<file path="src/design/btaa_pkg.sv">
// Shared types and constants for the binary trie address allocator.
// No dependencies; every other design file except btaa_ram imports this package.
package btaa_pkg;

    localparam int ADDR_BITS  = 8;
    localparam int NODE_W     = ADDR_BITS + 1;
    localparam int TREE_DEPTH = 1 << NODE_W;
    localparam int COUNT_W    = ADDR_BITS + 1;

    // Fixed widths of the beat fields
    localparam int OPC_W  = 2;
    localparam int VAL_W  = 8;
    localparam int STAT_W = 2;
    localparam int TCNT_W = 9;

    localparam logic [NODE_W-1:0] ROOT_NODE = NODE_W'(1);
    localparam logic [NODE_W-1:0] LEAF_BASE = NODE_W'(1) << ADDR_BITS;

    typedef enum logic [OPC_W-1:0] {
        OP_INSERT = 2'd0,
        OP_REMOVE = 2'd1,
        OP_LOOKUP = 2'd2,
        OP_NEXT   = 2'd3
    } t_op;

    typedef enum logic [STAT_W-1:0] {
        ST_OK       = 2'd0,
        ST_OCCUPIED = 2'd1,
        ST_ABSENT   = 2'd2,
        ST_FULL     = 2'd3
    } t_status;

    // Controller to datapath: one strobe per controller state
    typedef struct packed {
        logic clear;
        logic idle;
        logic first;
        logic up;
        logic clr;
        logic nleaf;
        logic scan;
        logic desc;
        logic finish;
    } t_cmd;

    // Datapath to controller
    typedef struct packed {
        logic in_valid;
        logic clr_last;
        logic done;
        logic go_up;
        logic go_clr;
        logic go_nleaf;
        logic go_scan;
        logic go_desc;
        logic out_free;
    } t_stat;

endpackage

</file>
<file path="src/design/btaa_if.sv">
// Request and response channel interfaces (valid/ready handshake).
// Depends on btaa_pkg for field widths.
interface btaa_req_if import btaa_pkg::*; ();
    logic             valid;
    logic             ready;
    logic [OPC_W-1:0] opcode;
    logic [VAL_W-1:0] value;

    modport source (output valid, output opcode, output value, input ready);
    modport sink   (input valid, input opcode, input value, output ready);
endinterface

interface btaa_rsp_if import btaa_pkg::*; ();
    logic              valid;
    logic              ready;
    logic [STAT_W-1:0] status;
    logic              found;
    logic [VAL_W-1:0]  next_free;
    logic [TCNT_W-1:0] taken_count;

    modport source (output valid, output status, output found, output next_free,
                    output taken_count, input ready);
    modport sink   (input valid, input status, input found, input next_free,
                    input taken_count, output ready);
endinterface

</file>
<file path="src/design/binary_trie_address_allocator_core.sv">
// Top level of the binary trie address allocator.
// Depends on btaa_pkg, btaa_if, btaa_ram, btaa_ctrl and btaa_dp.
//
// Usage:
//   i_req carries one request beat: opcode (insert, remove, lookup,
//   next available) and value. o_rsp returns exactly one beat per
//   request: status, found, next_free and taken_count after the request.
//   A tree of full flags (one per node, 2^(ADDR_BITS+1) entries) lives in
//   a single-port-pair RAM; every step reads one node and writes at most one.
// Sequence:
//   After reset the tree RAM is swept to zero, one entry per cycle, over
//   all 2^(ADDR_BITS+1) entries (512 at ADDR_BITS = 8); i_req.ready stays low
//   during the sweep. One request at a time: accept step, leaf/root
//   step, then one step per tree level, then the hand-off step.
//   Lookup walks no levels; a successful insert or remove walks up to the
//   root, and next available may walk up and then down; each step of the
//   walk reads one node through the single RAM read port.
// Stall:
//   The result sits in an output register; the next request is accepted
//   while it waits, and its own result holds in the hand-off step until
//   the register frees up. Reset drops any pending result.
module binary_trie_address_allocator_core import btaa_pkg::*; (
    input  logic       i_clk,
    input  logic       i_rst_n,
    btaa_req_if.sink   i_req,
    btaa_rsp_if.source o_rsp
);
    t_cmd              cmd;
    t_stat             stat;
    logic              ram_we;
    logic [NODE_W-1:0] ram_waddr;
    logic              ram_wdata;
    logic [NODE_W-1:0] ram_raddr;
    logic              ram_rdata;

    // Sequence the walk
    btaa_ctrl u_ctrl (
        .i_clk   (i_clk),
        .i_rst_n (i_rst_n),
        .i_stat  (stat),
        .o_cmd   (cmd)
    );

    // Hold node pointer, count and result beat
    btaa_dp u_dp (
        .i_clk   (i_clk),
        .i_rst_n (i_rst_n),
        .i_cmd   (cmd),
        .o_stat  (stat),
        .i_req   (i_req),
        .o_rsp   (o_rsp),
        .o_we    (ram_we),
        .o_waddr (ram_waddr),
        .o_wdata (ram_wdata),
        .o_raddr (ram_raddr),
        .i_rdata (ram_rdata)
    );

    // Full flags of the tree, heap ordered
    btaa_ram #(
        .WIDTH (1),
        .DEPTH (TREE_DEPTH)
    ) u_tree (
        .i_clk   (i_clk),
        .i_we    (ram_we),
        .i_waddr (ram_waddr),
        .i_wdata (ram_wdata),
        .i_raddr (ram_raddr),
        .o_rdata (ram_rdata)
    );
endmodule

</file>
<file path="src/design/btaa_ram.sv">
// Generic single-write, single-read RAM with registered read data.
// No dependencies.
module btaa_ram #(
    parameter int WIDTH = 1,
    parameter int DEPTH = 512
) (
    input  logic                     i_clk,
    input  logic                     i_we,
    input  logic [$clog2(DEPTH)-1:0] i_waddr,
    input  logic [WIDTH-1:0]         i_wdata,
    input  logic [$clog2(DEPTH)-1:0] i_raddr,
    output logic [WIDTH-1:0]         o_rdata
);
    logic [WIDTH-1:0] r_mem [DEPTH];
    logic [WIDTH-1:0] r_rdata;

    always_ff @(posedge i_clk) begin
        if (i_we) begin
            r_mem[i_waddr] <= i_wdata;
        end
        r_rdata <= r_mem[i_raddr];
    end

    assign o_rdata = r_rdata;
endmodule

</file>
<file path="src/design/btaa_ctrl.sv">
// Sequencer for the allocator: clear sweep, tree walk steps, result hand-off.
// Depends on btaa_pkg (t_cmd, t_stat).
module btaa_ctrl import btaa_pkg::*; (
    input  logic  i_clk,
    input  logic  i_rst_n,
    input  t_stat i_stat,
    output t_cmd  o_cmd
);
    typedef enum logic [8:0] {
        S_CLEAR = 9'b000000001,
        S_IDLE  = 9'b000000010,
        S_FIRST = 9'b000000100,
        S_UP    = 9'b000001000,
        S_CLR   = 9'b000010000,
        S_NLEAF = 9'b000100000,
        S_SCAN  = 9'b001000000,
        S_DESC  = 9'b010000000,
        S_DONE  = 9'b100000000
    } t_state;

    t_state r_state, n_state, walk_next;

    always_comb begin
        if (i_stat.done) begin
            walk_next = S_DONE;
        end else if (i_stat.go_up) begin
            walk_next = S_UP;
        end else if (i_stat.go_clr) begin
            walk_next = S_CLR;
        end else if (i_stat.go_nleaf) begin
            walk_next = S_NLEAF;
        end else if (i_stat.go_scan) begin
            walk_next = S_SCAN;
        end else begin
            walk_next = S_DESC;
        end
    end

    always_comb begin
        n_state = r_state;
        case (r_state)
            S_CLEAR: if (i_stat.clr_last) n_state = S_IDLE;
            S_IDLE:  if (i_stat.in_valid) n_state = S_FIRST;
            S_FIRST, S_UP, S_CLR, S_NLEAF, S_SCAN, S_DESC: n_state = walk_next;
            S_DONE:  if (i_stat.out_free) n_state = S_IDLE;
            default: n_state = S_CLEAR;
        endcase
    end

    always_ff @(posedge i_clk) begin
        if (!i_rst_n) begin
            r_state <= S_CLEAR;
        end else begin
            r_state <= n_state;
        end
    end

    always_comb begin
        o_cmd.clear  = (r_state == S_CLEAR);
        o_cmd.idle   = (r_state == S_IDLE);
        o_cmd.first  = (r_state == S_FIRST);
        o_cmd.up     = (r_state == S_UP);
        o_cmd.clr    = (r_state == S_CLR);
        o_cmd.nleaf  = (r_state == S_NLEAF);
        o_cmd.scan   = (r_state == S_SCAN);
        o_cmd.desc   = (r_state == S_DESC);
        o_cmd.finish = (r_state == S_DONE);
    end
endmodule

</file>
<file path="src/design/btaa_dp.sv">
// Datapath: node pointer, tree RAM port drive, count, result and output registers.
// Depends on btaa_pkg and the btaa_req_if / btaa_rsp_if interfaces.
module btaa_dp import btaa_pkg::*; (
    input  logic              i_clk,
    input  logic              i_rst_n,
    input  t_cmd              i_cmd,
    output t_stat             o_stat,
    btaa_req_if.sink          i_req,
    btaa_rsp_if.source        o_rsp,
    output logic              o_we,
    output logic [NODE_W-1:0] o_waddr,
    output logic              o_wdata,
    output logic [NODE_W-1:0] o_raddr,
    input  logic              i_rdata
);
    t_op                  r_op, n_op;
    logic [ADDR_BITS-1:0] r_val, n_val;
    logic [NODE_W-1:0]    r_node, n_node;
    logic                 r_cur, n_cur;
    logic [COUNT_W-1:0]   r_count, n_count;
    t_status              r_status, n_status;
    logic                 r_found, n_found;
    logic [ADDR_BITS-1:0] r_next, n_next;
    logic [NODE_W-1:0]    r_clr, n_clr;
    logic                 r_o_valid, n_o_valid;
    t_status              r_o_status;
    logic                 r_o_found;
    logic [ADDR_BITS-1:0] r_o_next;
    logic [COUNT_W-1:0]   r_o_count;

    logic [NODE_W-1:0] leaf_in, parent, sib, child;
    logic              cur, load_out;

    assign leaf_in  = LEAF_BASE | NODE_W'(ADDR_BITS'(i_req.value));
    assign parent   = r_node >> 1;
    assign sib      = r_node + NODE_W'(1);
    assign child    = {r_node[NODE_W-2:0], i_rdata};
    assign cur      = r_cur & i_rdata;
    assign load_out = i_cmd.finish && o_stat.out_free;

    always_comb begin
        n_op     = r_op;
        n_val    = r_val;
        n_node   = r_node;
        n_cur    = r_cur;
        n_count  = r_count;
        n_status = r_status;
        n_found  = r_found;
        n_next   = r_next;
        n_clr    = r_clr;
        o_we     = 1'b0;
        o_waddr  = r_node;
        o_wdata  = 1'b0;
        o_raddr  = '0;
        o_stat   = '0;
        o_stat.in_valid = i_req.valid;
        o_stat.clr_last = &r_clr;
        o_stat.out_free = !r_o_valid || o_rsp.ready;

        if (i_cmd.clear) begin
            // sweep every tree entry to zero
            o_we    = 1'b1;
            o_waddr = r_clr;
            n_clr   = r_clr + NODE_W'(1);
        end else if (i_cmd.idle) begin
            n_op     = t_op'(i_req.opcode);
            n_val    = ADDR_BITS'(i_req.value);
            n_node   = leaf_in;
            n_status = ST_OK;
            n_found  = 1'b0;
            n_next   = '0;
            o_raddr  = (t_op'(i_req.opcode) == OP_NEXT) ? ROOT_NODE : leaf_in;
        end else if (i_cmd.first) begin
            case (r_op)
                OP_INSERT: begin
                    if (i_rdata) begin
                        n_status    = ST_OCCUPIED;
                        o_stat.done = 1'b1;
                    end else begin
                        o_we         = 1'b1;
                        o_wdata      = 1'b1;
                        n_cur        = 1'b1;
                        n_count      = r_count + COUNT_W'(1);
                        o_raddr      = r_node ^ NODE_W'(1);
                        o_stat.go_up = 1'b1;
                    end
                end
                OP_REMOVE: begin
                    if (!i_rdata) begin
                        n_status    = ST_ABSENT;
                        o_stat.done = 1'b1;
                    end else begin
                        o_we          = 1'b1;
                        n_count       = r_count - COUNT_W'(1);
                        n_node        = parent;
                        o_stat.go_clr = 1'b1;
                    end
                end
                OP_LOOKUP: begin
                    n_found     = i_rdata;
                    o_stat.done = 1'b1;
                end
                default: begin
                    if (i_rdata) begin
                        n_status    = ST_FULL;
                        o_stat.done = 1'b1;
                    end else begin
                        o_raddr         = r_node;
                        o_stat.go_nleaf = 1'b1;
                    end
                end
            endcase
        end else if (i_cmd.up) begin
            // parent is full when this node and its sibling are both full
            o_we    = 1'b1;
            o_waddr = parent;
            o_wdata = cur;
            n_cur   = cur;
            n_node  = parent;
            o_raddr = parent ^ NODE_W'(1);
            if (parent == ROOT_NODE) begin
                o_stat.done = 1'b1;
            end else begin
                o_stat.go_up = 1'b1;
            end
        end else if (i_cmd.clr) begin
            o_we   = 1'b1;
            n_node = parent;
            if (r_node == ROOT_NODE) begin
                o_stat.done = 1'b1;
            end else begin
                o_stat.go_clr = 1'b1;
            end
        end else if (i_cmd.nleaf) begin
            if (!i_rdata) begin
                n_next      = r_val;
                o_stat.done = 1'b1;
            end else begin
                o_raddr        = r_node ^ NODE_W'(1);
                o_stat.go_scan = 1'b1;
            end
        end else if (i_cmd.scan) begin
            if (!r_node[0] && !i_rdata) begin
                if (sib >= LEAF_BASE) begin
                    n_next      = sib[ADDR_BITS-1:0];
                    o_stat.done = 1'b1;
                end else begin
                    n_node         = sib;
                    o_raddr        = {sib[NODE_W-2:0], 1'b0};
                    o_stat.go_desc = 1'b1;
                end
            end else if (parent == ROOT_NODE) begin
                // nothing free above the start: wrap to the leftmost free leaf
                n_node         = ROOT_NODE;
                o_raddr        = ROOT_NODE << 1;
                o_stat.go_desc = 1'b1;
            end else begin
                n_node         = parent;
                o_raddr        = parent ^ NODE_W'(1);
                o_stat.go_scan = 1'b1;
            end
        end else if (i_cmd.desc) begin
            if (child >= LEAF_BASE) begin
                n_next      = child[ADDR_BITS-1:0];
                o_stat.done = 1'b1;
            end else begin
                n_node         = child;
                o_raddr        = {child[NODE_W-2:0], 1'b0};
                o_stat.go_desc = 1'b1;
            end
        end

        if (load_out) begin
            n_o_valid = 1'b1;
        end else if (o_rsp.ready) begin
            n_o_valid = 1'b0;
        end else begin
            n_o_valid = r_o_valid;
        end
    end

    always_ff @(posedge i_clk) begin
        if (!i_rst_n) begin
            r_count   <= '0;
            r_clr     <= '0;
            r_o_valid <= 1'b0;
        end else begin
            r_count   <= n_count;
            r_clr     <= n_clr;
            r_o_valid <= n_o_valid;
        end
    end

    always_ff @(posedge i_clk) begin
        r_op     <= n_op;
        r_val    <= n_val;
        r_node   <= n_node;
        r_cur    <= n_cur;
        r_status <= n_status;
        r_found  <= n_found;
        r_next   <= n_next;
        if (load_out) begin
            r_o_status <= r_status;
            r_o_found  <= r_found;
            r_o_next   <= r_next;
            r_o_count  <= r_count;
        end
    end

    assign i_req.ready       = i_cmd.idle;
    assign o_rsp.valid       = r_o_valid;
    assign o_rsp.status      = r_o_status;
    assign o_rsp.found       = r_o_found;
    assign o_rsp.next_free   = VAL_W'(r_o_next);
    assign o_rsp.taken_count = TCNT_W'(r_o_count);

    a_load_sets_valid: assert property (@(posedge i_clk) disable iff (!i_rst_n)
        load_out |=> o_rsp.valid)
        else $error("result register not loaded");
    a_count_only_first: assert property (@(posedge i_clk) disable iff (!i_rst_n)
        !i_cmd.first |=> $stable(r_count))
        else $error("taken count moved outside the leaf step");
    a_count_bound: assert property (@(posedge i_clk) disable iff (!i_rst_n)
        r_count <= COUNT_W'(LEAF_BASE))
        else $error("taken count beyond space size");
    a_desc_inner: assert property (@(posedge i_clk) disable iff (!i_rst_n)
        i_cmd.desc |-> (r_node < LEAF_BASE) && (r_node != '0))
        else $error("descent from a non-inner node");
endmodule

</file>
<file path="src/flat_wrapper.sv">
// flat-port wrapper written by rule: the top's interface ports become plain ports
module binary_trie_address_allocator_core_flat import btaa_pkg::*;
  (i_clk, i_rst_n, i_req_valid, i_req_opcode, i_req_value, i_req_ready, o_rsp_valid, o_rsp_status, o_rsp_found, o_rsp_next_free, o_rsp_taken_count, o_rsp_ready);
  btaa_req_if i_req_i ();
  btaa_rsp_if o_rsp_i ();
  input  logic i_clk;
  input  logic i_rst_n;
  input wire logic [$bits(i_req_i.valid)-1:0] i_req_valid;
  input wire logic [$bits(i_req_i.opcode)-1:0] i_req_opcode;
  input wire logic [$bits(i_req_i.value)-1:0] i_req_value;
  output wire logic [$bits(i_req_i.ready)-1:0] i_req_ready;
  output wire logic [$bits(o_rsp_i.valid)-1:0] o_rsp_valid;
  output wire logic [$bits(o_rsp_i.status)-1:0] o_rsp_status;
  output wire logic [$bits(o_rsp_i.found)-1:0] o_rsp_found;
  output wire logic [$bits(o_rsp_i.next_free)-1:0] o_rsp_next_free;
  output wire logic [$bits(o_rsp_i.taken_count)-1:0] o_rsp_taken_count;
  input wire logic [$bits(o_rsp_i.ready)-1:0] o_rsp_ready;
  assign i_req_i.valid = i_req_valid;
  assign i_req_i.opcode = i_req_opcode;
  assign i_req_i.value = i_req_value;
  assign i_req_ready = i_req_i.ready;
  assign o_rsp_valid = o_rsp_i.valid;
  assign o_rsp_status = o_rsp_i.status;
  assign o_rsp_found = o_rsp_i.found;
  assign o_rsp_next_free = o_rsp_i.next_free;
  assign o_rsp_taken_count = o_rsp_i.taken_count;
  assign o_rsp_i.ready = o_rsp_ready;
  binary_trie_address_allocator_core u_core (.i_clk(i_clk), .i_rst_n(i_rst_n), .i_req(i_req_i), .o_rsp(o_rsp_i));
endmodule
</file>
<file path="config.mk">
export PLATFORM = sky130hd
export DESIGN_NAME = binary_trie_address_allocator_core_flat
export DESIGN_NICKNAME = d
export VERILOG_FILES = /design/src/design/btaa_pkg.sv /design/src/design/btaa_if.sv /design/src/design/binary_trie_address_allocator_core.sv /design/src/design/btaa_ram.sv /design/src/design/btaa_ctrl.sv /design/src/design/btaa_dp.sv /design/src/flat_wrapper.sv
export SDC_FILE = /design/constraint.sdc
export NUM_CORES = 1
export LEC_CHECK = 0
export BUFFER_PORTS_ARGS = -buffer_cell sky130_fd_sc_hd__buf_4
export CAP_MARGIN = 20
export CORE_ASPECT_RATIO = 0.7
export CORE_MARGIN = 3
export CORE_UTILIZATION = 60
export DETAILED_ROUTE_END_ITERATION = 6
export PLACE_DENSITY = 0.76
export REMOVE_ABC_BUFFERS = 1
export SETUP_SLACK_MARGIN = 0.05
export SYNTH_ARGS = -nofsm -noshare
export SYNTH_HDL_FRONTEND = slang
export SYNTH_HIERARCHICAL = 1
export SYNTH_SLANG_ARGS = --single-unit
</file>
<file path="constraint.sdc">
create_clock -name i_clk -period 11.9 [get_ports i_clk]
set_input_delay 2.38 -clock i_clk [delete_from_list [all_inputs] [get_ports i_clk]]
set_output_delay 2.38 -clock i_clk [all_outputs]
set_load 0.1 [all_outputs]
</file>
### After elaboration in Yosys (flattened, before gate mapping)

Memories as Yosys holds them, arrays and structs flattened. A register that Yosys moved wholly into a read port is not among the register bits.
Index checks and enable logic that the tools add are counted.
W data, S select, Z words.

| word-level totals | value |
|---|---|
| bits in writable memories | 512 |
| memories kept | 1 |
| word-level logic and storage cells | 209 |
| bits in registers | 79 |

| operators by class | value |
|---|---|
| equal/unequal tests | 35 |
| reduce and logical (&&, ||, !) cells | 28 |
| muxes and demuxes | 118 |
| bitwise gates (word level) | 5 |
| magnitude comparators | 2 |
| $add $sub $neg | 4 |

Memories:

| name | words | width | read ports | clocked after memory_dff | wr ports | RTL line | source |
|---|---|---|---|---|---|---|---|
| u_core.u_tree.r_mem | 512 | 1 | 1 | 1 | 1 | btaa_ram.sv:14 | `logic [WIDTH-1:0] r_mem [DEPTH];` |

Operators with widths:

| kind | number |
|---|---|
| $mux W9 | 36 |
| $mux W8 | 17 |
| $mux W1 | 49 |
| $pmux W9 S2 | 2 |
| $pmux W9 S4 | 1 |
| $add A9 B1 Y9 const B | 3 |
| $ne A2 B2 Y1 const B | 10 |
| $eq A9 B1 Y1 const B | 2 |
| $ge A9 B9 Y1 const B | 2 |
| $reduce_and A9 Y1 | 2 |
| $ne A3 B3 Y1 const B | 5 |
| $mux W2 | 7 |
| $mux W6 | 2 |
| $reduce_and A6 Y1 | 2 |
| $reduce_bool A2 Y1 | 5 |
| $eq A9 B2 Y1 const B | 1 |
| $eq A9 B3 Y1 const B | 1 |
| $eq A9 B4 Y1 const B | 1 |
| $eq A9 B5 Y1 const B | 1 |
| $eq A9 B6 Y1 const B | 1 |
| $eq A9 B7 Y1 const B | 1 |
| $eq A9 B8 Y1 const B | 1 |
| $eq A9 B9 Y1 const B | 1 |
| $sub A9 B1 Y9 const B | 1 |
| other kinds (27) | 38 |

### Depth between registers and ports, before layout

Gate-level depths: netlist of run 1.

| depth | value |
|---|---|
| depth in word-level cells | 17 |
| gate-level depth with buffers | 21 |
| depth with buffers taken out | 15 |

### Cells and area by module

Netlist of run 1, hierarchy kept.

By module, submodules not included:

| module | area each (um^2) | times used | cells each |
|---|---|---|---|
| btaa_ram | 22609.2 | 1 | 1615 |
| btaa_dp | 4588.2 | 1 | 523 |
| btaa_ctrl | 620.6 | 1 | 74 |

### Worst setup path after synthesis of run 1

Ideal clock, no wire load.

| timing | value |
|---|---|
| kind | register to register |
| start point | reg u_core.u_ctrl.r_state[7] |
| end point | mem u_core.u_tree.r_mem[0], data pin |
| data arrival time | 8557 ps |
| period minus slack after synthesis | 10088 ps |
| cell stages (with the launch flop) | 9 |
| slack | 1812 ps |
| cell sequence | dfxtp_1 > clkbuf_1 > nor2_1 > nand3b_1 > nor4_1 > clkbuf_1 > mux2i_1 > nor3_1 > and2_1 |

RTL lines:

| element | RTL line | source |
|---|---|---|
| start: declaration | btaa_ctrl.sv:21 | `t_state r_state, n_state, walk_next;` |
| start signal: assignment | btaa_ctrl.sv:54 | `r_state <= n_state;` |
| end: declaration | btaa_ram.sv:14 |  |

==> results.txt, run 1 <==
Clock skew - 18.4 ps
Clock Latency Late Sink - 590 ps
Initial Utilization - 0.613
Slew Viols, Final - 204
P&R area growth vs syn - 8.27%
CTS tree - yes
Antenna violation net count after detailed routing - 0
Sink Count - 592
Switching Fraction - 0.201
Relative slew slack - -0.127
Routability Congestion - 0.921
Outcome - finished with violations
Power density over cell area - 134 mW/mm^2
Violated checks - slew limit
Hold_buf cts - 0
Share of layout cells above drive strength 1 - 0.111
Fin Hold WS - 424 ps
Synthesis Warnings - 6
N_diodes - 0
CP Cell Sequence - or4_4 -> or3_4 -> nor4b_4 -> buf_4 -> nor2b_1 -> a211oi_1 -> or4_1 -> a211oi_1 -> a21boi_1 -> nand2b_2 -> buf_4 -> o221ai_1 -> o22ai_1 -> nor3_1 -> o31ai_1 -> a2111o_1 -> nand4_1
MaxCap Viol Count - 0
DR WL/cell - 25.7 um
Area of placed instances - 0.0284 sq mm
DR vias/cell - 6.73
Vias in the first global route - 18100
Synthesized area - 0.0278 sq mm
Fmax - 149 MHz
CTS Buffer Depth - 3
Arrival @ worst endpoint - 7230 ps
Slowest-stage cell, CP - a21boi_1
Delay-heaviest family, CP - simple AND/OR/NAND/NOR gates
DR iter-0 viols - 2904
Hold Crit Class - reg2reg
Setup crit end kind - flip-flop
Die Ht - 186 um
Nets - 2196
Post-CTS resize count - 0
I/O pin total - 36
Maximum vdd drop - 0.122 mV
Total Wirelength - 72.2 mm
Logic pwr share - 0.018
CTS Buf Count - 53
Mapped Avg Cell Area - 12.6 sq um
First-pass GRT wire length - 110 mm
Die area - 0.0490 sq mm
Max Used Layer - met4
Unrepaired setup endpoints after global routing - no
Final hold viol count - 0
Post-route minimum period - 6700 ps
Crit-path max cell delay - 910 ps
Setup TNS - 0 ps
CTS root buffer - clkbuf_16
CP Launch Type - flip-flop
Total grt overflow - 0
Metal3 WL - 9.39 mm
Slew of the pin with the lowest slew margin - 1690 ps
Setup Crit Path Kind - reg2reg
Endpoints failing setup - 0
Worst Path Buf+Inv - 2
Clock slew at reported path FFs - 60 ps
Cells after Synth - 2211
Crit path max fanout - 40
Post-DP HPWL - 43.8 mm
Pint - 3.22 mW
Critical path required time - 12430 ps
Post-CTS setup buffers - 0
Port bufs - 35
Leak - 8.77 nW
# rows - 65
Clock power frac - 0.423
Via count of the routed design - 18900
Largest net degree at the start of global routing - 331
Sequential share of power - 0.559
Fin area - 0.0301 sq mm
Switch Pwr - 0.810 mW
Metal2 WL - 31.5 mm
# DRC - 0
Core area - 0.0454 sq mm
Initial antenna violation count - 0
H-tree depth - 2
WL met1 - 29.1 mm
Drt first pass iters - 6
Die width - 263 um
Total GRT Usage - 0.294
Final period utilization - 0.563
layout make-up:
cell class	instances	area (sq um)
clock buffer	72	1430
clock inverter	26	264
fill	3282	15300
inverter	25	93.8
multi-input combinational	1407	9310
sequential	592	17500
tap	603	754
timing repair buffer	84	768
placed cells by master, fill, tap and decap left out, types with 8 or more instances in the layout:
cell type and instances:
a211oi_1 10, a21oi_1 99, and3_1 10, buf_4 75, clkbuf_1 17, clkbuf_16 54, clkinv_1 11, clkinv_2 9
dfxtp_1 29, edfxtp_1 563, ha_1 18, inv_1 22, mux2i_1 128, mux4_1 21, mux4_2 51, nand2_1 103
nand3_1 16, nand4_1 8, nor2_1 601, nor2b_1 13, nor3_1 14, nor3b_1 10, nor4_1 9, o211ai_1 8
o21ai_0 47, o221ai_1 55, o22ai_1 34
worst paths after layout:
kind / startpoint / endpoint / slack, ps / cells past startpoint
worst min register to register: u_core/u_dp/r_status[0] / u_core/u_dp/o_rsp.status[0] / 420 / 0
worst max-delay path: u_core/u_ctrl/r_state[2] / u_core/u_tree/o_rdata / 5200 / 17
worst min-delay path: u_core/u_dp/r_status[0] / u_core/u_dp/o_rsp.status[0] / 420 / 0
worst max register to register: u_core/u_ctrl/r_state[2] / u_core/u_tree/o_rdata / 5200 / 17
routing by layer:
layer | global-route usage | vias up
met5 | 0 | -
met3 | 0.0724 | 176
met1 | 0.436 | 9350
li1 | - | 8103
met4 | 0.0897 | 0
met2 | 0.438 | 1284
state kept, by name, summed over array words and instances, names as in the netlist, 2 cells and up:
signal                         count
u_core/u_tree/r_mem              512
u_core/u_ctrl/r_state              9
u_core/u_dp/o_rsp.taken_count      9
u_core/u_dp/r_clr                  9
u_core/u_dp/r_count                9
u_core/u_dp/r_node                 9
u_core/u_dp/o_rsp.next_free        8
u_core/u_dp/r_next                 8
u_core/u_dp/r_val                  8
u_core/u_dp/o_rsp.status           2
u_core/u_dp/r_op                   2
u_core/u_dp/r_status               2
power by group through the flow:
stage,sequential [mW],combinational (mW),clock [mW]
after floorplan,2.30,0.0274,0
after global placement,2.30,0.0604,0
after detailed placement,2.30,0.0684,0
after CTS,2.25,0.0687,1.72
after global routing,2.25,0.0740,1.81
final,2.25,0.0714,1.70
per-stage QoR:
stage	power [mW]	utilization	worst slack, ps	instances
2_1_floorplan	2.32	-	200	2024
3_3_place_gp	2.36	0.622	5510	2703
3_5_place_dp	2.37	0.625	5460	2708
4_1_cts	4.04	0.662	5460	2806
5_1_grt	4.13	0.663	4920	2809
6_report	4.03	0.663	5200	2809
Note: power is estimated with default switching activity, not from simulation.
==> run 2: changes to the inputs <==
--- a/config.mk
+++ b/config.mk
@@ -9,7 +9,7 @@
 export CAP_MARGIN = 20
 export CORE_ASPECT_RATIO = 0.7
 export CORE_MARGIN = 3
-export CORE_UTILIZATION = 60
+export CORE_UTILIZATION = 57
 export DETAILED_ROUTE_END_ITERATION = 6
 export PLACE_DENSITY = 0.76
 export REMOVE_ABC_BUFFERS = 1
==> constraint.sdc (replaced) <==
create_clock -name i_clk -period 5.68 [get_ports i_clk]
set_input_delay 1.136 -clock i_clk [delete_from_list [all_inputs] [get_ports i_clk]]
set_output_delay 1.136 -clock i_clk [all_outputs]
set_load 0.1 [all_outputs]
==> run 2 against run 1 <==
- the flow now finishes without violations
- via count up 1.5%
- utilization down 2.4 points
- register-to-register slack worse by 4900 ps
- cell area up 2.0%
- count of clock-buffer cells in the layout up 5
- global-route usage down 0.98 points
- hold slack worse by 5.8 ps
- critical path type unchanged
- critical endpoint unchanged
- highest routed layer is now met5
==> results.txt, run 2 (synthesis gave the netlist of run 1 again) <==
Outcome - finished clean
Initial antenna violation count - 2
DR vias/cell - 6.58
# DRC - 0
Worst Path Buf+Inv - 2
Nets - 2250
Most frequent cells in the layout - 601 x nor2_1, 563 x edfxtp_1, 128 x mux2i_1
MaxCap Viol Count - 0
Core area - 0.0480 sq mm
Critical path required time - 6140 ps
CTS Buffer Depth - 3
Maximum vdd drop - 0.216 mV
Slew Viols, Final - 0
Hold Crit Class - reg2reg
Unrepaired setup endpoints after global routing - no
Sink Count - 592
Crit-path max cell delay - 610 ps
CP Launch Type - flip-flop
N_diodes - 0
Setup crit end kind - flip-flop
Clock power frac - 0.432
CTS Buf Count - 54
H-tree depth - 2
CP Cell Sequence - or4_4 -> or3_4 -> nor4b_4 -> buf_4 -> a21oi_1 -> nand4b_1 -> a221oi_4 -> o21a_4 -> buf_12 -> mux4_1 -> mux4_2 -> nand3_1 -> and4bb_1 -> a2111o_1 -> nand4_1
Total GRT Usage - 0.284
Die width - 270 um
Port bufs - 35
Antenna violation net count after detailed routing - 0
P&R area growth vs syn - 10.4%
Slowest-stage cell, CP - mux4_1
Logic pwr share - 0.016
Share of layout cells above drive strength 1 - 0.135
CTS root buffer - clkbuf_16
Die area - 0.0515 sq mm
Delay-heaviest family, CP - simple AND/OR/NAND/NOR gates
Fin Hold WS - 418 ps
Commonest non-fill, non-tap cell in the layout - nor2_1
I/O pin total - 36
Fmax - 186 MHz
Via count of the routed design - 19200
Power density over cell area - 278 mW/mm^2
Dpl ws - 184 ps
Most flop-heavy register - u_core/u_tree/r_mem
Clock Latency Late Sink - 600 ps
Crit path max fanout - 30
Clock slew at reported path FFs - 60 ps
Total grt overflow - 0
Switch Pwr - 1.72 mW
Arrival @ worst endpoint - 5840 ps
Post-route minimum period - 5380 ps
Post-DP HPWL - 43.7 mm
Pint - 6.83 mW
Slew of the pin with the lowest slew margin - 1120 ps
Leak - 9.07 nW
Final hold viol count - 0
CTS tree - yes
Final WS setup - 300 ps
Largest net degree at the start of global routing - 113
Final core occ - 0.639
Relative slew slack - 0.250
# fillers - 3536
Final period utilization - 0.947
# rows - 67
Endpoints failing setup - 0
Vias in the first global route - 18500
Max reg flops - 512
Setup TNS - 0 ps
Initial Utilization - 0.579
Total Wirelength - 74.0 mm
Die Ht - 191 um
Switching Fraction - 0.201
First-pass GRT wire length - 112 mm
Drt first pass iters - 6
Clock skew - 22.9 ps
Setup Crit Path Kind - reg2reg
Sequential share of power - 0.552
Routability Congestion - 0.957
DR iter-0 viols - 3085
DR WL/cell - 25.4 um
==> run 2: changes by cell type in the layout (fill, tap and decap cells not counted), sizes merged <==
cell / delta
inv: +3
clkinv: -4
buf: +52
clkbuf: +5
clkinvlp: -2
bufinv: +1
o21a: +1
==> run 2: cell type report <==
class,count,area [sq um],share of cell area
clock inverter,24,285,0.00929
clock buffer,77,1480,0.0482
multi-input combinational,1408,9350,0.305
sequential,592,17500,0.569
tap,655,820,0.0267
inverter,25,93.8,0.00306
timing repair buffer,136,1190,0.0388
==> run 2: power groups by stage <==
stage,registers (mW),logic (mW),clock network [mW]
floorplan,4.81,0.0574,0
global placement,4.81,0.129,0
detailed placement,4.81,0.131,0
CTS,4.72,0.131,3.73
global route,4.71,0.144,3.91
finish,4.72,0.137,3.69
==> run 2: path summary, 6_finish.rpt <==
kind                                                from                              to  slack [ps]  cells past startpoint
worst max-delay path            u_core/u_ctrl/r_state[2]           u_core/u_tree/o_rdata         300                     15
worst max register to register  u_core/u_ctrl/r_state[2]           u_core/u_tree/o_rdata         300                     15
worst min-delay path               u_core/u_dp/r_next[1]  u_core/u_dp/o_rsp.next_free[1]         420                      0
worst min register to register     u_core/u_dp/r_next[1]  u_core/u_dp/o_rsp.next_free[1]         420                      0
==> run 2: metrics by stage <==
step	cell area [sq um]	std cells	total power [mW]
2_1_floorplan	26800	2024	4.87
3_3_place_gp	28900	2813	4.94
3_5_place_dp	28900	2813	4.94
4_1_cts	30700	2914	8.58
5_1_grt	30700	2917	8.77
6_report	30700	2917	8.54
==> run 2: what timing repair did <==
action	CTS	global route
setup endpoints to repair	0	1
resized for setup	0	4
hold buffers	0	0
buffers inserted	0	1
==> run 2: routing by layer <==
layer | global-route usage | part of all wire | vias to the layer above | wire [um]
met5 | 0 | 0.00038 | - | 28
li1 | - | - | 8216 | -
met4 | 0.0746 | 0.026 | 4 | 1920
met1 | 0.415 | 0.40 | 9502 | 29500
met2 | 0.423 | 0.43 | 1316 | 32200
met3 | 0.0812 | 0.14 | 168 | 10400
